## config.mk

```make
export PLATFORM = sky130hd
export DESIGN_NAME = button_gesture_detector
export DESIGN_NICKNAME = d
export VERILOG_FILES = /design/src/rtl/bgd_pkg.sv /design/src/rtl/bgd_press.sv /design/src/rtl/button_gesture_detector.sv
export SDC_FILE = /design/constraint.sdc
export NUM_CORES = 1
export LEC_CHECK = 0
export BUFFER_PORTS_ARGS = -buffer_cell sky130_fd_sc_hd__clkbuf_2
export CAP_MARGIN = 15
export CORE_AREA = 2 2 108 110
export CTS_BUF_LIST = sky130_fd_sc_hd__clkbuf_4 sky130_fd_sc_hd__clkbuf_8
export CTS_CLUSTER_DIAMETER = 100
export DETAILED_ROUTE_END_ITERATION = 10
export DIE_AREA = 0 0 110 112
export HOLD_SLACK_MARGIN = 0.12
export PLACE_DENSITY_LB_ADDON = 0.15
export SYNTH_ARGS = -nofsm -noshare
export SYNTH_HDL_FRONTEND = slang
export SYNTH_SLANG_ARGS = --single-unit
```

## constraint.sdc

```tcl
create_clock -name clk -period 10 [get_ports clk]
set_clock_uncertainty 0.2 [all_clocks]
set_input_delay 2 -clock clk [delete_from_list [all_inputs] [get_ports clk]]
set_output_delay 2 -clock clk [all_outputs]
set_load 0.005 [all_outputs]
```

## src/rtl/bgd_pkg.sv

```systemverilog
package bgd_pkg;

  localparam int CFG_W   = 8;
  localparam int CFG_IDX_W = 3;
  localparam int EV_W    = 13;

  localparam logic [CFG_IDX_W-1:0] CFG_LONG_PRESS  = 3'd0;
  localparam logic [CFG_IDX_W-1:0] CFG_SHORT_MAX   = 3'd1;
  localparam logic [CFG_IDX_W-1:0] CFG_SECOND_WAIT = 3'd2;
  localparam logic [CFG_IDX_W-1:0] CFG_SECOND_LONG = 3'd3;
  localparam logic [CFG_IDX_W-1:0] CFG_SWAP        = 3'd4;

  localparam logic [CFG_W-1:0] LONG_PRESS_RST  = 8'd30;
  localparam logic [CFG_W-1:0] SHORT_MAX_RST   = 8'd4;
  localparam logic [CFG_W-1:0] SECOND_WAIT_RST = 8'd6;
  localparam logic [CFG_W-1:0] SECOND_LONG_RST = 8'd20;

  localparam int EV_PWR_CLICK      = 0;
  localparam int EV_PWR_LONG       = 1;
  localparam int EV_PWR_CLICK_LONG = 2;
  localparam int EV_UP_CLICK       = 3;
  localparam int EV_UP_LONG        = 4;
  localparam int EV_DN_CLICK       = 5;
  localparam int EV_DN_LONG        = 6;
  localparam int EV_M_CLICK        = 7;
  localparam int EV_M_LONG         = 8;
  localparam int EV_UPDN_LONG      = 9;
  localparam int EV_PWRUP_LONG     = 10;
  localparam int EV_PWRDN_LONG     = 11;
  localparam int EV_ALL3_LONG      = 12;

  localparam logic [1:0] PH_IDLE  = 2'd0;
  localparam logic [1:0] PH_PRESS = 2'd1;
  localparam logic [1:0] PH_HELD  = 2'd2;

  typedef struct packed {
    logic            up_pin;
    logic            down_pin;
    logic            power_pin;
    logic            mode_pin;
    logic [EV_W-1:0] clear_mask;
    logic            clear_all;
  } tick_t;

  typedef struct packed {
    logic [EV_W-1:0] pending_events;
    logic [EV_W-1:0] new_events;
    logic            locked_out;
  } report_t;

  typedef struct packed {
    logic click;
    logic long_hit;
    logic pwr_combo;
    logic pair_long;
    logic all3;
  } press_hit_t;

endpackage

```

## src/rtl/bgd_press.sv

```systemverilog
module bgd_press #(
  parameter int COUNT_BITS = 8
) (
  input  logic [1:0]               phase,
  input  logic [COUNT_BITS-1:0]    count,
  input  logic                     me,
  input  logic                     other,
  input  logic                     pwr,
  input  logic [bgd_pkg::CFG_W-1:0] long_ticks,
  output logic [1:0]               phase_next,
  output logic [COUNT_BITS-1:0]    count_next,
  output bgd_pkg::press_hit_t      hit
);

  localparam int CMP_W = (COUNT_BITS > bgd_pkg::CFG_W) ? COUNT_BITS : bgd_pkg::CFG_W;

  logic [COUNT_BITS-1:0] count_inc;
  logic                  over;

  assign count_inc = (count == '1) ? count : count + COUNT_BITS'(1);
  assign over      = CMP_W'(count) > CMP_W'(long_ticks);

  always_comb begin
    phase_next = phase;
    count_next = count;
    hit        = '0;
    unique case (phase)
      bgd_pkg::PH_IDLE: begin
        if (me) begin
          count_next = '0;
          phase_next = bgd_pkg::PH_PRESS;
        end
      end
      bgd_pkg::PH_PRESS: begin
        count_next = count_inc;
        if (over) begin
          if (pwr && other) begin
            hit.all3 = 1'b1;
          end else if (pwr) begin
            hit.pwr_combo = 1'b1;
          end else if (other) begin
            hit.pair_long = 1'b1;
          end else begin
            hit.long_hit = 1'b1;
          end
          phase_next = bgd_pkg::PH_HELD;
          count_next = '0;
        end else if (!me) begin
          hit.click  = 1'b1;
          phase_next = bgd_pkg::PH_IDLE;
        end
      end
      bgd_pkg::PH_HELD: begin
        if (!me) phase_next = bgd_pkg::PH_IDLE;
      end
      default: begin
        phase_next = bgd_pkg::PH_IDLE;
      end
    endcase
  end

endmodule

```

## src/rtl/button_gesture_detector.sv

```systemverilog
// Channel  Direction  Handshake                Payload
// tick     in         tick_valid / tick_stall  bgd_pkg::tick_t
// report   out        report_valid / report_stall  bgd_pkg::report_t
// cfg      in         cfg_write                cfg_index, cfg_data
//
// One tick per cycle while no report stalls: a tick waits in the input register
// until it advances, and then its report lands in the output register at the
// same edge that updates all machines.
// Reset (rst, synchronous) clears machines, events and lockout, and loads
// the default thresholds.
// A stalled report holds the tick behind it; tick_stall rises only then.
module button_gesture_detector #(
  parameter int COUNT_BITS = 8
) (
  input  logic                          clk,
  input  logic                          rst,
  input  logic                          cfg_write,
  input  logic [bgd_pkg::CFG_IDX_W-1:0] cfg_index,
  input  logic [bgd_pkg::CFG_W-1:0]     cfg_data,
  input  logic                          tick_valid,
  output logic                          tick_stall,
  input  bgd_pkg::tick_t                tick,
  output logic                          report_valid,
  input  logic                          report_stall,
  output bgd_pkg::report_t              report
);

  localparam int CMP_W = (COUNT_BITS > bgd_pkg::CFG_W) ? COUNT_BITS : bgd_pkg::CFG_W;

  typedef enum logic [2:0] {
    PWR_IDLE,
    PWR_PRESS,
    PWR_HELD,
    PWR_GAP,
    PWR_SECOND
  } pwr_phase_t;

  logic [bgd_pkg::CFG_W-1:0] long_press_ticks;
  logic [bgd_pkg::CFG_W-1:0] short_press_max_ticks;
  logic [bgd_pkg::CFG_W-1:0] second_press_wait_ticks;
  logic [bgd_pkg::CFG_W-1:0] second_long_ticks;
  logic                      swap_up_down;

  logic           tick_q_valid;
  bgd_pkg::tick_t tick_q;
  logic           advance;

  pwr_phase_t            power_phase, power_phase_next;
  logic [COUNT_BITS-1:0] power_count, power_count_next;
  logic [1:0]            up_phase, up_phase_next;
  logic [COUNT_BITS-1:0] up_count, up_count_next;
  logic [1:0]            down_phase, down_phase_next;
  logic [COUNT_BITS-1:0] down_count, down_count_next;
  logic [1:0]            mode_phase, mode_phase_next;
  logic [COUNT_BITS-1:0] mode_count, mode_count_next;
  logic [bgd_pkg::EV_W-1:0] event_flags, event_flags_next;
  logic                  release_lockout, release_lockout_next;
  bgd_pkg::report_t      report_next;

  logic up, dn, pwr, m;
  logic lock_c, locked;
  logic [bgd_pkg::EV_W-1:0] flags_c;
  pwr_phase_t pwr_ph_c;
  logic [1:0] up_ph_c, dn_ph_c, m_ph_c;
  logic [1:0] dn_ph_in, m_ph_in;

  pwr_phase_t            pwr_ph_run;
  logic [COUNT_BITS-1:0] pwr_cnt_run, pwr_inc;
  logic [bgd_pkg::EV_W-1:0] pwr_ev, up_ev, dn_ev, m_ev, raised;

  logic [1:0]            up_ph_run, dn_ph_run, m_ph_run;
  logic [COUNT_BITS-1:0] up_cnt_run, dn_cnt_run, m_cnt_run;
  bgd_pkg::press_hit_t   up_hit, dn_hit, m_hit;

  assign advance    = tick_q_valid && (!report_valid || !report_stall);
  assign tick_stall = tick_q_valid && !advance;

  assign up  = swap_up_down ? !tick_q.down_pin : !tick_q.up_pin;
  assign dn  = swap_up_down ? !tick_q.up_pin : !tick_q.down_pin;
  assign pwr = !tick_q.power_pin;
  assign m   = !tick_q.mode_pin;

  assign lock_c   = tick_q.clear_all || release_lockout;
  assign flags_c  = tick_q.clear_all ? '0 : (event_flags & ~tick_q.clear_mask);
  assign pwr_ph_c = tick_q.clear_all ? PWR_IDLE : power_phase;
  assign up_ph_c  = tick_q.clear_all ? bgd_pkg::PH_IDLE : up_phase;
  assign dn_ph_c  = tick_q.clear_all ? bgd_pkg::PH_IDLE : down_phase;
  assign m_ph_c   = tick_q.clear_all ? bgd_pkg::PH_IDLE : mode_phase;
  assign locked   = lock_c && (up || dn || pwr || m);

  assign pwr_inc = (power_count == '1) ? power_count : power_count + COUNT_BITS'(1);

  always_comb begin
    pwr_ph_run  = pwr_ph_c;
    pwr_cnt_run = power_count;
    pwr_ev      = '0;
    unique case (pwr_ph_c)
      PWR_IDLE: begin
        if (pwr) begin
          pwr_cnt_run = '0;
          pwr_ph_run  = PWR_PRESS;
        end
      end
      PWR_PRESS: begin
        pwr_cnt_run = pwr_inc;
        if (CMP_W'(pwr_inc) > CMP_W'(long_press_ticks)) begin
          pwr_ev[bgd_pkg::EV_PWR_LONG] = 1'b1;
          pwr_ph_run = PWR_HELD;
        end else if (!pwr) begin
          if (CMP_W'(pwr_inc) <= CMP_W'(short_press_max_ticks)) begin
            pwr_cnt_run = '0;
            pwr_ph_run  = PWR_GAP;
          end else begin
            pwr_ev[bgd_pkg::EV_PWR_CLICK] = 1'b1;
            pwr_ph_run = PWR_IDLE;
          end
        end
      end
      PWR_HELD: begin
        if (!pwr) pwr_ph_run = PWR_IDLE;
      end
      PWR_GAP: begin
        pwr_cnt_run = pwr_inc;
        if (pwr) begin
          pwr_cnt_run = '0;
          pwr_ph_run  = PWR_SECOND;
        end else if (CMP_W'(pwr_inc) > CMP_W'(second_press_wait_ticks)) begin
          pwr_ev[bgd_pkg::EV_PWR_CLICK] = 1'b1;
          pwr_ph_run = PWR_IDLE;
        end
      end
      PWR_SECOND: begin
        pwr_cnt_run = pwr_inc;
        if (CMP_W'(pwr_inc) > CMP_W'(second_long_ticks)) begin
          pwr_ev[bgd_pkg::EV_PWR_CLICK_LONG] = 1'b1;
          pwr_ph_run = PWR_HELD;
        end else if (!pwr) begin
          pwr_ev[bgd_pkg::EV_PWR_CLICK] = 1'b1;
          pwr_ph_run = PWR_IDLE;
        end
      end
      default: begin
        pwr_ph_run = PWR_IDLE;
      end
    endcase
  end

  bgd_press #(.COUNT_BITS(COUNT_BITS)) u_up (
    .phase      (up_ph_c),
    .count      (up_count),
    .me         (up),
    .other      (dn),
    .pwr        (pwr),
    .long_ticks (long_press_ticks),
    .phase_next (up_ph_run),
    .count_next (up_cnt_run),
    .hit        (up_hit)
  );

  assign dn_ph_in = up_hit.all3 ? bgd_pkg::PH_IDLE : dn_ph_c;

  bgd_press #(.COUNT_BITS(COUNT_BITS)) u_down (
    .phase      (dn_ph_in),
    .count      (down_count),
    .me         (dn),
    .other      (up),
    .pwr        (pwr),
    .long_ticks (long_press_ticks),
    .phase_next (dn_ph_run),
    .count_next (dn_cnt_run),
    .hit        (dn_hit)
  );

  assign m_ph_in = (up_hit.all3 || dn_hit.all3) ? bgd_pkg::PH_IDLE : m_ph_c;

  bgd_press #(.COUNT_BITS(COUNT_BITS)) u_mode (
    .phase      (m_ph_in),
    .count      (mode_count),
    .me         (m),
    .other      (1'b0),
    .pwr        (1'b0),
    .long_ticks (long_press_ticks),
    .phase_next (m_ph_run),
    .count_next (m_cnt_run),
    .hit        (m_hit)
  );

  always_comb begin
    up_ev = '0;
    up_ev[bgd_pkg::EV_UP_CLICK]   = up_hit.click;
    up_ev[bgd_pkg::EV_UP_LONG]    = up_hit.long_hit;
    up_ev[bgd_pkg::EV_PWRUP_LONG] = up_hit.pwr_combo;
    up_ev[bgd_pkg::EV_UPDN_LONG]  = up_hit.pair_long;
    dn_ev = '0;
    dn_ev[bgd_pkg::EV_DN_CLICK]   = dn_hit.click;
    dn_ev[bgd_pkg::EV_DN_LONG]    = dn_hit.long_hit;
    dn_ev[bgd_pkg::EV_PWRDN_LONG] = dn_hit.pwr_combo;
    dn_ev[bgd_pkg::EV_UPDN_LONG]  = dn_hit.pair_long;
    m_ev = '0;
    m_ev[bgd_pkg::EV_M_CLICK] = m_hit.click;
    m_ev[bgd_pkg::EV_M_LONG]  = m_hit.long_hit;
  end

  always_comb begin
    power_phase_next     = pwr_ph_c;
    power_count_next     = power_count;
    up_phase_next        = up_ph_c;
    up_count_next        = up_count;
    down_phase_next      = dn_ph_c;
    down_count_next      = down_count;
    mode_phase_next      = m_ph_c;
    mode_count_next      = mode_count;
    event_flags_next     = flags_c;
    release_lockout_next = lock_c;
    raised               = '0;
    report_next.locked_out = locked;
    if (!locked) begin
      release_lockout_next = 1'b0;
      power_phase_next = pwr_ph_run;
      power_count_next = pwr_cnt_run;
      up_phase_next    = up_ph_run;
      up_count_next    = up_cnt_run;
      down_phase_next  = dn_ph_run;
      down_count_next  = dn_cnt_run;
      mode_phase_next  = m_ph_run;
      mode_count_next  = m_cnt_run;
      raised           = pwr_ev;
      event_flags_next = flags_c | pwr_ev;

      if (up_hit.all3) begin
        raised = '0;
        event_flags_next = '0;
        power_phase_next = PWR_IDLE;
        release_lockout_next = 1'b1;
      end
      raised = raised | up_ev;
      event_flags_next = event_flags_next | up_ev;
      raised[bgd_pkg::EV_ALL3_LONG] = raised[bgd_pkg::EV_ALL3_LONG] | up_hit.all3;
      event_flags_next[bgd_pkg::EV_ALL3_LONG] =
        event_flags_next[bgd_pkg::EV_ALL3_LONG] | up_hit.all3;

      if (dn_hit.all3) begin
        raised = '0;
        event_flags_next = '0;
        power_phase_next = PWR_IDLE;
        up_phase_next    = bgd_pkg::PH_IDLE;
        release_lockout_next = 1'b1;
      end
      raised = raised | dn_ev;
      event_flags_next = event_flags_next | dn_ev;
      raised[bgd_pkg::EV_ALL3_LONG] = raised[bgd_pkg::EV_ALL3_LONG] | dn_hit.all3;
      event_flags_next[bgd_pkg::EV_ALL3_LONG] =
        event_flags_next[bgd_pkg::EV_ALL3_LONG] | dn_hit.all3;

      raised = raised | m_ev;
      event_flags_next = event_flags_next | m_ev;
    end
    report_next.pending_events = event_flags_next;
    report_next.new_events     = raised;
  end

  always_ff @(posedge clk) begin
    if (rst) begin
      long_press_ticks        <= bgd_pkg::LONG_PRESS_RST;
      short_press_max_ticks   <= bgd_pkg::SHORT_MAX_RST;
      second_press_wait_ticks <= bgd_pkg::SECOND_WAIT_RST;
      second_long_ticks       <= bgd_pkg::SECOND_LONG_RST;
      swap_up_down            <= 1'b0;
    end else if (cfg_write) begin
      unique case (cfg_index)
        bgd_pkg::CFG_LONG_PRESS:  long_press_ticks        <= cfg_data;
        bgd_pkg::CFG_SHORT_MAX:   short_press_max_ticks   <= cfg_data;
        bgd_pkg::CFG_SECOND_WAIT: second_press_wait_ticks <= cfg_data;
        bgd_pkg::CFG_SECOND_LONG: second_long_ticks       <= cfg_data;
        bgd_pkg::CFG_SWAP:        swap_up_down            <= cfg_data[0];
        default: ;
      endcase
    end
  end

  always_ff @(posedge clk) begin
    if (rst) begin
      tick_q_valid <= 1'b0;
    end else if (tick_valid && !tick_stall) begin
      tick_q_valid <= 1'b1;
    end else if (advance) begin
      tick_q_valid <= 1'b0;
    end
  end

  always_ff @(posedge clk) begin
    if (tick_valid && !tick_stall) tick_q <= tick;
  end

  always_ff @(posedge clk) begin
    if (rst) begin
      power_phase     <= PWR_IDLE;
      power_count     <= '0;
      up_phase        <= bgd_pkg::PH_IDLE;
      up_count        <= '0;
      down_phase      <= bgd_pkg::PH_IDLE;
      down_count      <= '0;
      mode_phase      <= bgd_pkg::PH_IDLE;
      mode_count      <= '0;
      event_flags     <= '0;
      release_lockout <= 1'b0;
      report_valid    <= 1'b0;
    end else if (advance) begin
      power_phase     <= power_phase_next;
      power_count     <= power_count_next;
      up_phase        <= up_phase_next;
      up_count        <= up_count_next;
      down_phase      <= down_phase_next;
      down_count      <= down_count_next;
      mode_phase      <= mode_phase_next;
      mode_count      <= mode_count_next;
      event_flags     <= event_flags_next;
      release_lockout <= release_lockout_next;
      report_valid    <= 1'b1;
    end else if (report_valid && !report_stall) begin
      report_valid <= 1'b0;
    end
  end

  always_ff @(posedge clk) begin
    if (advance) report <= report_next;
  end

endmodule
```

==> impl_summary.md <==
Routing
The routed wire length is 19200 um. For this run, the detailed router's first-pass iteration total came to 9. After detailed routing, the average wire length per cell comes to 18.5 um.

After the first detailed-routing iteration, the DRC count stood at 803. The vias after detailed routing is 6674. The detail-routed via count per cell is 6.41. The number of design rule violations left after detail routing is 0. The post-detailed-route count of antenna-violating nets is 0.

Layout
Once layout is complete, the utilization of the core stands at 0.734. The net count reported at finish is 975. The number of antenna diodes in the final layout is 0.

The register with the most flip-flops is report. The area taken by multi-input logic gates is 0.00390 mm^2. The number of flip-flops under the largest register name is 27. The sequential cell area in the final layout is 0.00315 mm^2. The final instance area is 0.00820 mm^2. The area added between synthesis and finish is 11.4%. The largest registers in the layout are report x27, tick_q x18, event_flags x13. After filler insertion, the fill cell instance count of the layout stands at 784. In the final layout, the share of cells above drive strength 1 is 0.137.

Synth
The synthesized netlist occupies a cell area of 0.00736 mm^2. The number of synthesized register bits is 135. The main flop type after synthesis is dfxtp_1. Of the post-synthesis cell area, the dominant cell type holds 0.245.

The sequential element share of the synthesized area is 0.428. Each instance of the synthesized netlist takes up on average 8.89 um^2. Sorting the synthesized cells by area gives the leading types as dfxtp_1, edfxtp_1, ha_1. In this run, synthesis inferred 45 flip-flops with an integrated enable. In the synthesized netlist, the cells that appear most often are nand2_1, dfxtp_1, a21oi_1.

The async set-or-reset flop fraction in the synthesized netlist is 0. The synthesized design spends more area on one cell type than any other, namely dfxtp_1. The count of synthesis-stage warnings from yosys is 0. The number of nets handed over by synthesis was 918. Synthesis instantiated 74 different standard cells from the library.

Among all cell types in the netlist, the one instantiated most often is nand2_1. In the synthesized netlist, the number of instances is 828.

Worst setup path
The worst reg2reg path startpoint is power_count[0]$_SDFFE_PP0P_. The setup path with the least slack is of type input port to flip-flop. Measured in cells, the most critical reg-to-reg path has a length of 13. The critical path's most frequent cell is nand2_1. The critical path contains buffers and inverters numbering 3 combined. Data on the critical path is required at its endpoint by 10.17 ns. The register-to-register path setup slack is 5.91 ns. The end of the worst register-to-register path is power_count[5]$_SDFFE_PP0P_.

The largest individual stage delay along the critical path comes from the cell a221oi_2. The arrival time at the worst endpoint is 4.89 ns. The critical path goes through clkbuf_2 -> nand2_1 -> nand2_1 -> clkinv_1 -> buf_4 -> nand2_1 -> a221oi_2 -> o41ai_2 -> or3_1 -> a21oi_1. For this run, the slowest stage of the critical path takes 0.49 ns.

The cell class contributing the biggest share of worst-path delay is simple AND/OR/NAND/NOR gates. The worst setup path is captured at a flip-flop. STA classifies the critical path startpoint as an input port. The maximum fanout encountered on the critical timing path is 45.

Timing
At the pin with the least slew margin, the transition time is 1.06 ns. The total count of max-transition violations in the final report is 0. The worst-case headroom to the max-slew limit is 0.296. Adding up every negative setup slack in the final design gives 0 ns. Hold timing on the final database bottoms out at a slack of 0.258 ns.

The number of endpoints with negative hold slack in the final report is 0. Dividing the final minimum period by the clock period gives 0.472. The highest clock rate is 212 MHz. Setup repair after global routing left no endpoint under its margin. Setup violations remaining at the end of the flow were counted as 0.

The post-route minimum period is 4.72 ns.

CTS
The maximum clock insertion buffer count is 2. The later pin in the worst-skew pair is clocked with a latency of 0.45 ns. Clock-pin slew was measured on the worst setup and hold paths at 0.08 ns. Once the clock tree was built, the setup fixing pass inserted 0 buffers. The number of hold-repair buffers added at the cts stage is 0. Once the clock tree was built, the resizer swapped 0 gates to a different size. The number of buffers added by the clock tree synthesis step is 17. In this run the number of H-tree levels came out at 4.

The TritonCTS clock tree is built. The TritonCTS sink count is 135. The buffer cell driving the clock tree root is clkbuf_8.

Global routing
The total congestion overflow is 0. The number of antenna violations at the first check in global routing came to 0. In the global route stage, overall resource usage came out at 0.316. The first global-routing pass estimated 30300 um of wire.

The number of global-route vias before repair is 6360. The pin count of the biggest net entering global routing is 74.

Run status
The flow ran to the end, and the final reports show no timing, DRC or antenna violations.

Hold path
The endpoint of the worst hold path is long_press_ticks[7]$_SDFFE_PP0P_. The path class of the tightest hold or removal check is flip-flop to flip-flop. The number of stages on the worst hold path is 2.

The startpoint identified for the worst hold timing path is long_press_ticks[7]$_SDFFE_PP0P_.

Place
The detailed-placement wirelength estimate is 13500 um. The cell area after placement is 0.00777 mm^2. The placer congestion estimate is 0.895. The count of buffers added on input and output ports is 62.

Power
The leakage power total is 3.24 nW. Dividing total power by cell area gives a power density of 142 mW/mm^2. VDD sags by at most 0.180 mV.

Floorplanning
The floorplan has 39 rows. The floorplan step set the die height to 112 um. The starting utilization of the core area is 0.659. The region available for standard cell placement spans 0.0112 mm^2. The die width is 110 um.

The area of the die is 0.0123 mm^2. For this design the top-level I/O count stands at 63.

Job
Across the run, the number of max-cap violations was 0.
[layer usage]
metal	vias to the layer above	track usage	routed length [um]
met1	3148	0.403	7770
met4	0	0.121	426
met5	-	0	0
li1	3159	-	-
met2	320	0.515	9490
met3	47	0.0779	1540
[stage by stage]
step | total power [W] | cells | setup WS [ns]
after CTS | 0.00117 | 1041 | 5.36
after floorplan | 0.000649 | 828 | 5.61
after detailed placement | 0.000681 | 1009 | 4.99
after global routing | 0.00120 | 1041 | 5.14
final | 0.00117 | 1041 | 5.28
after global placement | 0.000677 | 1009 | 5.16
[worst reg2reg max path, cell delays in order (launching register included)]
cell and delay (ns):
dfxtp_1 0.44, ha_1 0.29, and4_1 0.30, nand2_1 0.16, nand2_1 0.31, ha_1 0.32, a21o_1 0.18, a21oi_1 0.18
o221ai_1 0.14, a22oi_1 0.43, nor4b_1 0.53, o31ai_2 0.21, a22oi_1 0.19, nor2_1 0.07
[final cells by class]
cell class / count / share of cell area
flip-flops and latches: 135 / 0.384
well taps: 143 / 0.0218
repair buffers: 67 / 0.0424
multi-input cells: 615 / 0.476
inverters: 49 / 0.0224
clock inverters: 15 / 0.0244
clock buffers: 17 / 0.0285
[cell usage in the layout (no fill, tap or decap), types with 5 or more instances in the layout]
cell and n:
clkbuf_8 17, and3_1 12, nand4_1 12, a21oi_1 84
nor2_1 56, nor2b_1 11, a211oi_1 6, a31oi_1 9
nor4_1 7, and4_1 6, edfxtp_1 45, o211ai_1 19
a21o_1 14, nand3_1 32, dfxtp_1 90, nor3_1 24
o21a_1 6, nand2b_1 7, a22oi_1 10, nand2_1 113
o21ai_0 34, clkbuf_2 62, o31ai_1 5, buf_4 5
ha_1 56, or2_2 7, or3_1 7, inv_1 47
[worst max-delay path by stage]
stage,start,endpoint,slack (ns),depth (start not counted)
2_1_floorplan,report_stall,tick_stall,5.61,1
3_3_place_gp,report_stall,up_count[3]$_SDFFE_PP0P_,5.16,10
3_5_place_dp,report_stall,up_count[5]$_SDFFE_PP0P_,4.99,10
4_1_cts,report_stall,tick_stall,5.36,3
5_1_grt,report_stall,up_count[5]$_SDFFE_PP0P_,5.14,10
6_report,report_stall,up_count[7]$_SDFFE_PP0P_,5.28,10
[power by group]
part           internal, W  switching, W
Combinational    0.0000264     0.0000540
Sequential        0.000581     0.0000101
Clock             0.000273      0.000224
Total             0.000880      0.000288
[cell families after synthesis]
kind of cell / after synthesis / synth area share
AOI/OAI and AO/OA: 231 / 0.208
xor gates and xnor gates: 7 / 0.00833
adders and majority gates: 56 / 0.0952
buffers and inverters: 78 / 0.0415
DFF: 135 / 0.428
muxes: 5 / 0.00765
and+or+nand+nor: 316 / 0.211
Power figures use the tool's default switching activity.
